[src/hdl/bct_pkg.sv]
// ============================================================================
// bct_pkg: shared types and constants for the box collision table
// Operation codes, sequencer states, table sizing, doubled-coordinate span
// types and the helpers that turn a center and full size into doubled values.
// ============================================================================
package bct_pkg;

    // Table sizing
    localparam int MAX_BOXES = 64;
    localparam int IDX_W     = (MAX_BOXES > 1) ? $clog2(MAX_BOXES) : 1;
    localparam int CNT_W     = $clog2(MAX_BOXES + 1);

    // Field widths
    localparam int CEN_W = 16;
    localparam int EXT_W = 15;
    // Doubled value 2c +/- e or 2c - 2e needs two more bits than a center
    localparam int PT_W  = CEN_W + 2;

    typedef enum logic [1:0] {
        OP_ADD   = 2'd0,
        OP_CLEAR = 2'd1,
        OP_QUERY = 2'd2,
        OP_NOP   = 2'd3
    } t_op;

    typedef enum logic {
        ST_IDLE = 1'b0,
        ST_SCAN = 1'b1
    } t_state;

    typedef logic signed [PT_W-1:0] t_pt;

    // Stored box interval on one axis, doubled units
    typedef struct packed {
        t_pt lo;
        t_pt hi;
    } t_span;

    typedef struct packed {
        t_span x;
        t_span y;
        t_span z;
    } t_box;

    // Camera probe points, two per axis, doubled units
    typedef struct packed {
        t_pt xa;
        t_pt xb;
        t_pt ya;
        t_pt yb;
        t_pt za;
        t_pt zb;
    } t_cam;

    // 2c as an 18-bit signed value
    function automatic t_pt dbl(input logic signed [CEN_W-1:0] c);
        return t_pt'({c[CEN_W-1], c, 1'b0});
    endfunction

    // e zero-extended to 18 bits
    function automatic t_pt ext(input logic [EXT_W-1:0] e);
        return t_pt'({3'b000, e});
    endfunction

    // 2c - e
    function automatic t_pt pt_lo(input logic signed [CEN_W-1:0] c,
                                  input logic [EXT_W-1:0] e);
        return dbl(c) - ext(e);
    endfunction

    // 2c + e
    function automatic t_pt pt_hi(input logic signed [CEN_W-1:0] c,
                                  input logic [EXT_W-1:0] e);
        return dbl(c) + ext(e);
    endfunction

    // 2c - 2e
    function automatic t_pt pt_lo2(input logic signed [CEN_W-1:0] c,
                                   input logic [EXT_W-1:0] e);
        return dbl(c) - t_pt'({2'b00, e, 1'b0});
    endfunction

endpackage

[src/hdl/bct_match.sv]
// ============================================================================
// bct_match: shared box-versus-camera test unit
// Checks one stored box against the camera probe points on all three axes.
// An axis passes when either probe point lies inside the box interval.
// ============================================================================
module bct_match (
    input  bct_pkg::t_box i_box,
    input  bct_pkg::t_cam i_cam,
    output logic          o_match
);
    import bct_pkg::*;

    logic w_x;
    logic w_y;
    logic w_z;

    // Closed-interval containment of either probe point per axis
    always_comb begin
        w_x = ((i_box.x.lo <= i_cam.xa) && (i_cam.xa <= i_box.x.hi)) ||
              ((i_box.x.lo <= i_cam.xb) && (i_cam.xb <= i_box.x.hi));
        w_y = ((i_box.y.lo <= i_cam.ya) && (i_cam.ya <= i_box.y.hi)) ||
              ((i_box.y.lo <= i_cam.yb) && (i_cam.yb <= i_box.y.hi));
        w_z = ((i_box.z.lo <= i_cam.za) && (i_cam.za <= i_box.z.hi)) ||
              ((i_box.z.lo <= i_cam.zb) && (i_cam.zb <= i_box.z.hi));
    end

    assign o_match = w_x && w_y && w_z;

endmodule

[config.mk]
export PLATFORM = sky130hd
export DESIGN_NAME = bct_match
export DESIGN_NICKNAME = d
export VERILOG_FILES = /design/src/hdl/bct_pkg.sv /design/src/hdl/bct_match.sv
export SDC_FILE = /design/constraint.sdc
export NUM_CORES = 1
export LEC_CHECK = 0
export ABC_AREA = 1
export BUFFER_PORTS_ARGS = -buffer_cell sky130_fd_sc_hd__clkbuf_2
export CAP_MARGIN = 10
export CORE_UTILIZATION = 30
export DETAILED_ROUTE_END_ITERATION = 8
export REMOVE_ABC_BUFFERS = 1
export SLEW_MARGIN = 20
export SYNTH_ARGS = -nofsm -noshare
export SYNTH_HDL_FRONTEND = slang
export SYNTH_SLANG_ARGS = --single-unit
[constraint.sdc]
create_clock -name vclk -period 2.4
set_clock_uncertainty 0.1 [all_clocks]
set_input_delay 0.36 -clock vclk [all_inputs]
set_output_delay 0.36 -clock vclk [all_outputs]
set_load 0.005 [all_outputs]
==> metrics.txt, run 1 <==
RSZ-0062 raised after global routing true; Sw Ratio 0.536; Commonest cells post-synth nand2_1, inv_1, ha_1, nor2_1, a21oi_1; Max stage delay on crit path 0.28 ns; Tmin final 2.34 ns; largest net degree at the start of global routing 5; crit share post-route 0.977; Clock Power Share 0; Rel. slew slack 0.836; first-pass GRT wire length 27900 µm; routed vias 6969; critical path type input port to output pin; synth unique cells 15; Switch Pwr 0.000918 W; DRT iter0 DRCs 143; count leader, synth nand2_1; Max Cap Viol 0; hold path startpoint i_cam[90]; IR drop worst, VDD 0.0982 mV; HPWL after DPL roughly 16000 µm; critical path data required time 1.94 ns; FILL cells 2000; Post-Route WL approximately 19000 µm; Synth area leaders ha_1, nand2_1, inv_1, nor2_1, a21oi_1; number of port buffers roughly 220; routability cong. 0.847; final-report setup violation count 0; Die Ht 145 µm; CP arrival 1.88 ns; hold depth 9; width of the chip 145 µm; # IOs 217; worst min path class input port to output pin; routed len/inst 12.0 µm; Remaining DRCs 0; via count of the first global-routing pass 6289; status complete, no violations; Pre-Repair DR Iteration Count 5; Post-DRT Antenna Nets 0; critical path peak fanout 2; CORE AREA 20200 µm²; Ys Warns 0; Mean Syn Cell Area around 5.8 µm²; clock buf count 0; share of cells above drive strength 1 0.452; P_leak 5.48 nW; CP max-delay cell ha_4; Pint 0.000796 W; Synth Cell Area about 6000 µm²; Layout Utilization 0.480; Die ar. roughly 21000 µm²; top-area cell type share of the netlist area 0.438; Initial Util 0.305; Cell Pwr Density 176 nW/µm²; sequential share of power 0; slew at the pin closest to its max-slew limit around 0.24 ns; Final Power around 0.0017 W; Reg area 0 µm²; FFs & Latches 0; CP endpoint kind output pin; Hold Path Sink o_match; Rows 52; Gate power share 1.000; Area Overhead vs Synth 57.2%; hold_ws approximately 1.4 ns; Seq/Total Area, Yosys 0; critical path, cell by cell clkbuf_2 -> ha_4 -> nand2_4 -> inv_1 -> nand2_1 -> nand2_1 -> a21oi_1 -> buf_4 -> nand3_2 -> nand2_1 -> nand3_1 -> nand2_1 -> nand2_1 -> inv_1 -> nor2_2 -> buf_2; worst setup path start i_box[31]; Hold Vio Cnt, Final 0; ANT cells 0; Final nets 1733; Setup crit start kind input port; total congestion overflow 0; via density per instance 4.44; fmax 427 MHz; Yosys top cell by area ha_1; cell mode on critical path nand2_1; total track usage 0.156; initial antenna violation count 0; fin. max-slew vios 0; Cells after Synth 1065
==> cell type report <==
class                           count  area [µm²]  area share
Multi-Input combinational cell    798        7030       0.725
Timing Repair Buffer              234        1310       0.135
Inverter                          267        1020       0.106
Tap cell                          270         338      0.0348
==> through the flow <==
step	cells	cell area, µm²	setup WS [ns]	setup TNS [ns]
2_1_floorplan	1065	6170	0.411	0
3_3_place_gp	1566	7700	-0.0284	-0.0284
3_5_place_dp	1566	7700	-0.0527	-0.0527
4_1_cts	1566	7730	0.00247	0
5_1_grt	1569	9710	-0.0642	-0.0642
6_report	1569	9710	0.0554	0
==> timing repair <==
item	in CTS	in global routing
endpoints found under the setup margin	1	1
setup buffers	0	3
hold buffers	0	0
gates resized for setup	9	443
pin swaps	1	154
==> metal layers <==
layer | global-route usage | part of all wire | routed length, µm | vias to the layer above
met3 | 0.00690 | 0.030 | 560 | 16
met1 | 0.202 | 0.44 | 8310 | 3043
met5 | 0 | 0 | 0 | -
li1 | - | - | - | 3770
met2 | 0.295 | 0.52 | 9690 | 140
met4 | 0.0100 | 0.011 | 200 | 0
==> worst max-delay path, delay by kind of cell <==
kind,cells,cell delay [ns]
fa+ha+maj,1,0.28
buf+inv,5,0.52
simple gates,9,0.59
compound gates,1,0.14
==> worst max path at each step <==
stage,end,slack [ns],cells past startpoint
final,o_match,0.06,16
after global routing,o_match,-0.06,17
after CTS,o_match,0.002,16
after detailed placement,o_match,-0.05,16
after global placement,o_match,-0.03,16
after floorplan,o_match,0.41,12
==> layout by cell type, fill, tap and decap left out, types with 23 or more instances in the layout <==
master    instances
buf_4            37
ha_4             99
a21o_1           23
nand2_2          70
clkbuf_2        172
inv_1           196
inv_2            62
ha_1            117
nor2_2           49
nor2_1           46
nand2_1         261
a21oi_1          33
nand3_1          30
==> logic make-up after synthesis <==
kind of cell | Yosys count | synth area share
and+or+nand+nor | 505 | 0.326
buffers and inverters | 267 | 0.162
adders and majority gates | 216 | 0.438
AOI/OAI and AO/OA | 77 | 0.0738
==> power groups by stage <==
stage | sequential, W | clock [W] | combinational, W
2_1_floorplan | 0 | 0 | 0.000770
3_3_place_gp | 0 | 0 | 0.00121
3_5_place_dp | 0 | 0 | 0.00123
4_1_cts | 0 | 0 | 0.00125
5_1_grt | 0 | 0 | 0.00195
6_report | 0 | 0 | 0.00171
Power figures use the tool's default switching activity.
==> run 2: changes to the inputs <==
--- a/config.mk
+++ b/config.mk
@@ -10,6 +10,7 @@
 export CAP_MARGIN = 10
 export CORE_UTILIZATION = 30
 export DETAILED_ROUTE_END_ITERATION = 8
+export PLACE_DENSITY = 0.63
 export REMOVE_ABC_BUFFERS = 1
 export SLEW_MARGIN = 20
 export SYNTH_ARGS = -nofsm -noshare
==> metrics.txt, run 2 (synthesis results as in run 1) <==
status complete, no violations (unchanged); # IOs 217 (unchanged); critical path data required time 1.94 ns (about the same); Gate power share 1.000 (about the same); routed vias 6971 (was 6969); Tmin final 2.33 ns (was 2.34 ns); slew at the pin closest to its max-slew limit 0.230 ns (was 0.243 ns); share of cells above drive strength 1 0.419 (was 0.452); sequential share of power 0 (about the same); CP endpoint kind output pin (unchanged); largest net degree at the start of global routing 5 (unchanged); metal3 WL 539 µm (was 560 µm); Remaining DRCs 0 (unchanged); hold_ws 1.38 ns (was 1.36 ns); IR drop worst, VDD 0.0865 mV (was 0.0982 mV); critical path peak fanout 2 (unchanged); area occupied by multi-input gates 6750 µm² (was 7030 µm²); Hold Vio Cnt, Final 0 (unchanged); Reg area 0 µm² (unchanged); Met1 Routed Length 8400 µm (was 8310 µm); Cell Pwr Density 176 nW/µm² (about the same); post-route setup slack 0.0673 ns (was 0.0554 ns); number of port buffers 217 (unchanged); Sw Ratio 0.545 (was 0.536); critical path, cell by cell clkbuf_2 -> inv_4 -> ha_4 -> nand2_2 -> inv_1 -> nand2_1 -> nand2_1 -> nand2_1 -> nand2_1 -> nor2_2 -> nand2_1 -> nand2_1 -> nand3_1 -> nand2_2 -> nand2_4 -> nand2_4 -> nor2_2 -> buf_2 (was clkbuf_2 -> ha_4 -> nand2_4 -> inv_1 -> nand2_1 -> nand2_1 -> a21oi_1 -> buf_4 -> nand3_2 -> nand2_1 -> nand3_1 -> nand2_1 -> nand2_1 -> inv_1 -> nor2_2 -> buf_2); crit share post-route 0.972 (was 0.977); Final nets 1734 (was 1733); fmax 429 MHz (was 427 MHz); Max Cap Viol 0 (unchanged); most frequent cells in the layout nand2_1, inv_1, clkbuf_2 (unchanged); Pint 0.000750 W (was 0.000796 W); uppermost layer routed met4 (unchanged); FFs & Latches 0 (unchanged); met2 WL 9370 µm (was 9690 µm); leading cell type in the layout, fill and taps excluded nand2_1 (unchanged); via density per instance 4.44 (about the same); Hold Buf Count CTS 0 (unchanged); Post-Route WL 18600 µm (was 18800 µm); Setup crit start kind input port (unchanged); first-pass GRT wire length 28100 µm (was 27900 µm); critical path type input port to output pin (unchanged); Max stage delay on crit path 0.24 ns (was 0.28 ns); Clock Power Share 0 (about the same); ANT cells 0 (unchanged); CORE AREA 20200 µm² (unchanged); Rows 52 (unchanged); CP arrival 1.87 ns (was 1.88 ns); via count of the first global-routing pass 6554 (was 6289); P_leak 5.46 nW (was 5.48 nW); routed len/inst 11.8 µm (was 12.0 µm); DRT iter0 DRCs 175 (was 143); Pre-Repair DR Iteration Count 4 (was 5); Post-DRT Antenna Nets 0 (unchanged); Rel. slew slack 0.845 (was 0.836); routability cong. 0.869 (was 0.847); HPWL after DPL 15700 µm (was 15900 µm); total track usage 0.155 (was 0.156); Die Ht 145 µm (unchanged); worst min path class input port to output pin (unchanged); FILL cells 2122 (was 2000); Area Overhead vs Synth 51.6% (was 57.2%); initial antenna violation count 0 (unchanged); Initial Util 0.305 (unchanged); final-report setup violation count 0 (unchanged); CP max-delay cell ha_4 (unchanged); Switch Pwr 0.000897 W (was 0.000918 W); Place WS -0.137 ns (was -0.0527 ns); fin. max-slew vios 0 (unchanged); cell mode on critical path nand2_1 (unchanged); Die ar. 21200 µm² (unchanged); width of the chip 145 µm (unchanged); RSZ-0062 raised after global routing true (unchanged); clock buf count 0 (unchanged); total congestion overflow 0 (unchanged)
run 2: cell types whose count changed in the layout (fill, tap and decap cells not counted), sizes merged:
cell	before	now
buf	61	38
clkbuf	173	197
run 2: worst paths after layout:
| kind | slack, ns | start | to | depth (start not counted) |
|---|---|---|---|---|
| setup / recovery | 0.07 | i_box[85] | o_match | 18 |
| hold / removal | 1.38 | i_cam[18] | o_match | 9 |
run 2: critical path, delay by kind of cell:
kind / cells / cell delay, ns
AND/OR/NAND/NOR: 13 / 0.93
adder cells (fa/ha/maj): 1 / 0.24
buffers and inverters: 4 / 0.33
run 2: layer usage:
layer  global-route usage  up-vias
li1                     -     3768
met1                0.203     3040
met4               0.0121        0
met5                    0        -
met3              0.00846       22
met2                0.287      141
run 2: what timing repair did:
item | 4_1_cts | 5_1_grt
setup endpoints to repair | 1 | 1
buffers inserted | 0 | 6
pin swaps | 7 | 122
gates resized for setup | 19 | 331
run 2: stage by stage:
stage,TNS (ns),area [µm²],cells,utilization,total power (W)
global route,-0.0752,9360,1570,0.463,0.00189
CTS,0,7790,1564,0.385,0.00126
global placement,-0.0717,7690,1564,0.380,0.00120
finish,0,9360,1570,0.463,0.00165
detailed placement,-0.137,7690,1564,0.380,0.00123
floorplan,0,6170,1065,-,0.000770
run 2: area by class of cell:
class / count / share of cell area
Tap cell: 270 / 0.0361
Inverter: 267 / 0.108
Multi-Input combinational cell: 798 / 0.721
Timing Repair Buffer: 235 / 0.135
run 2: power by group through the flow:
stage / Combinational [W] / Sequential (W) / Clock, W
floorplan: 0.000770 / 0 / 0
global placement: 0.00120 / 0 / 0
detailed placement: 0.00123 / 0 / 0
CTS: 0.00126 / 0 / 0
global route: 0.00189 / 0 / 0
finish: 0.00165 / 0 / 0
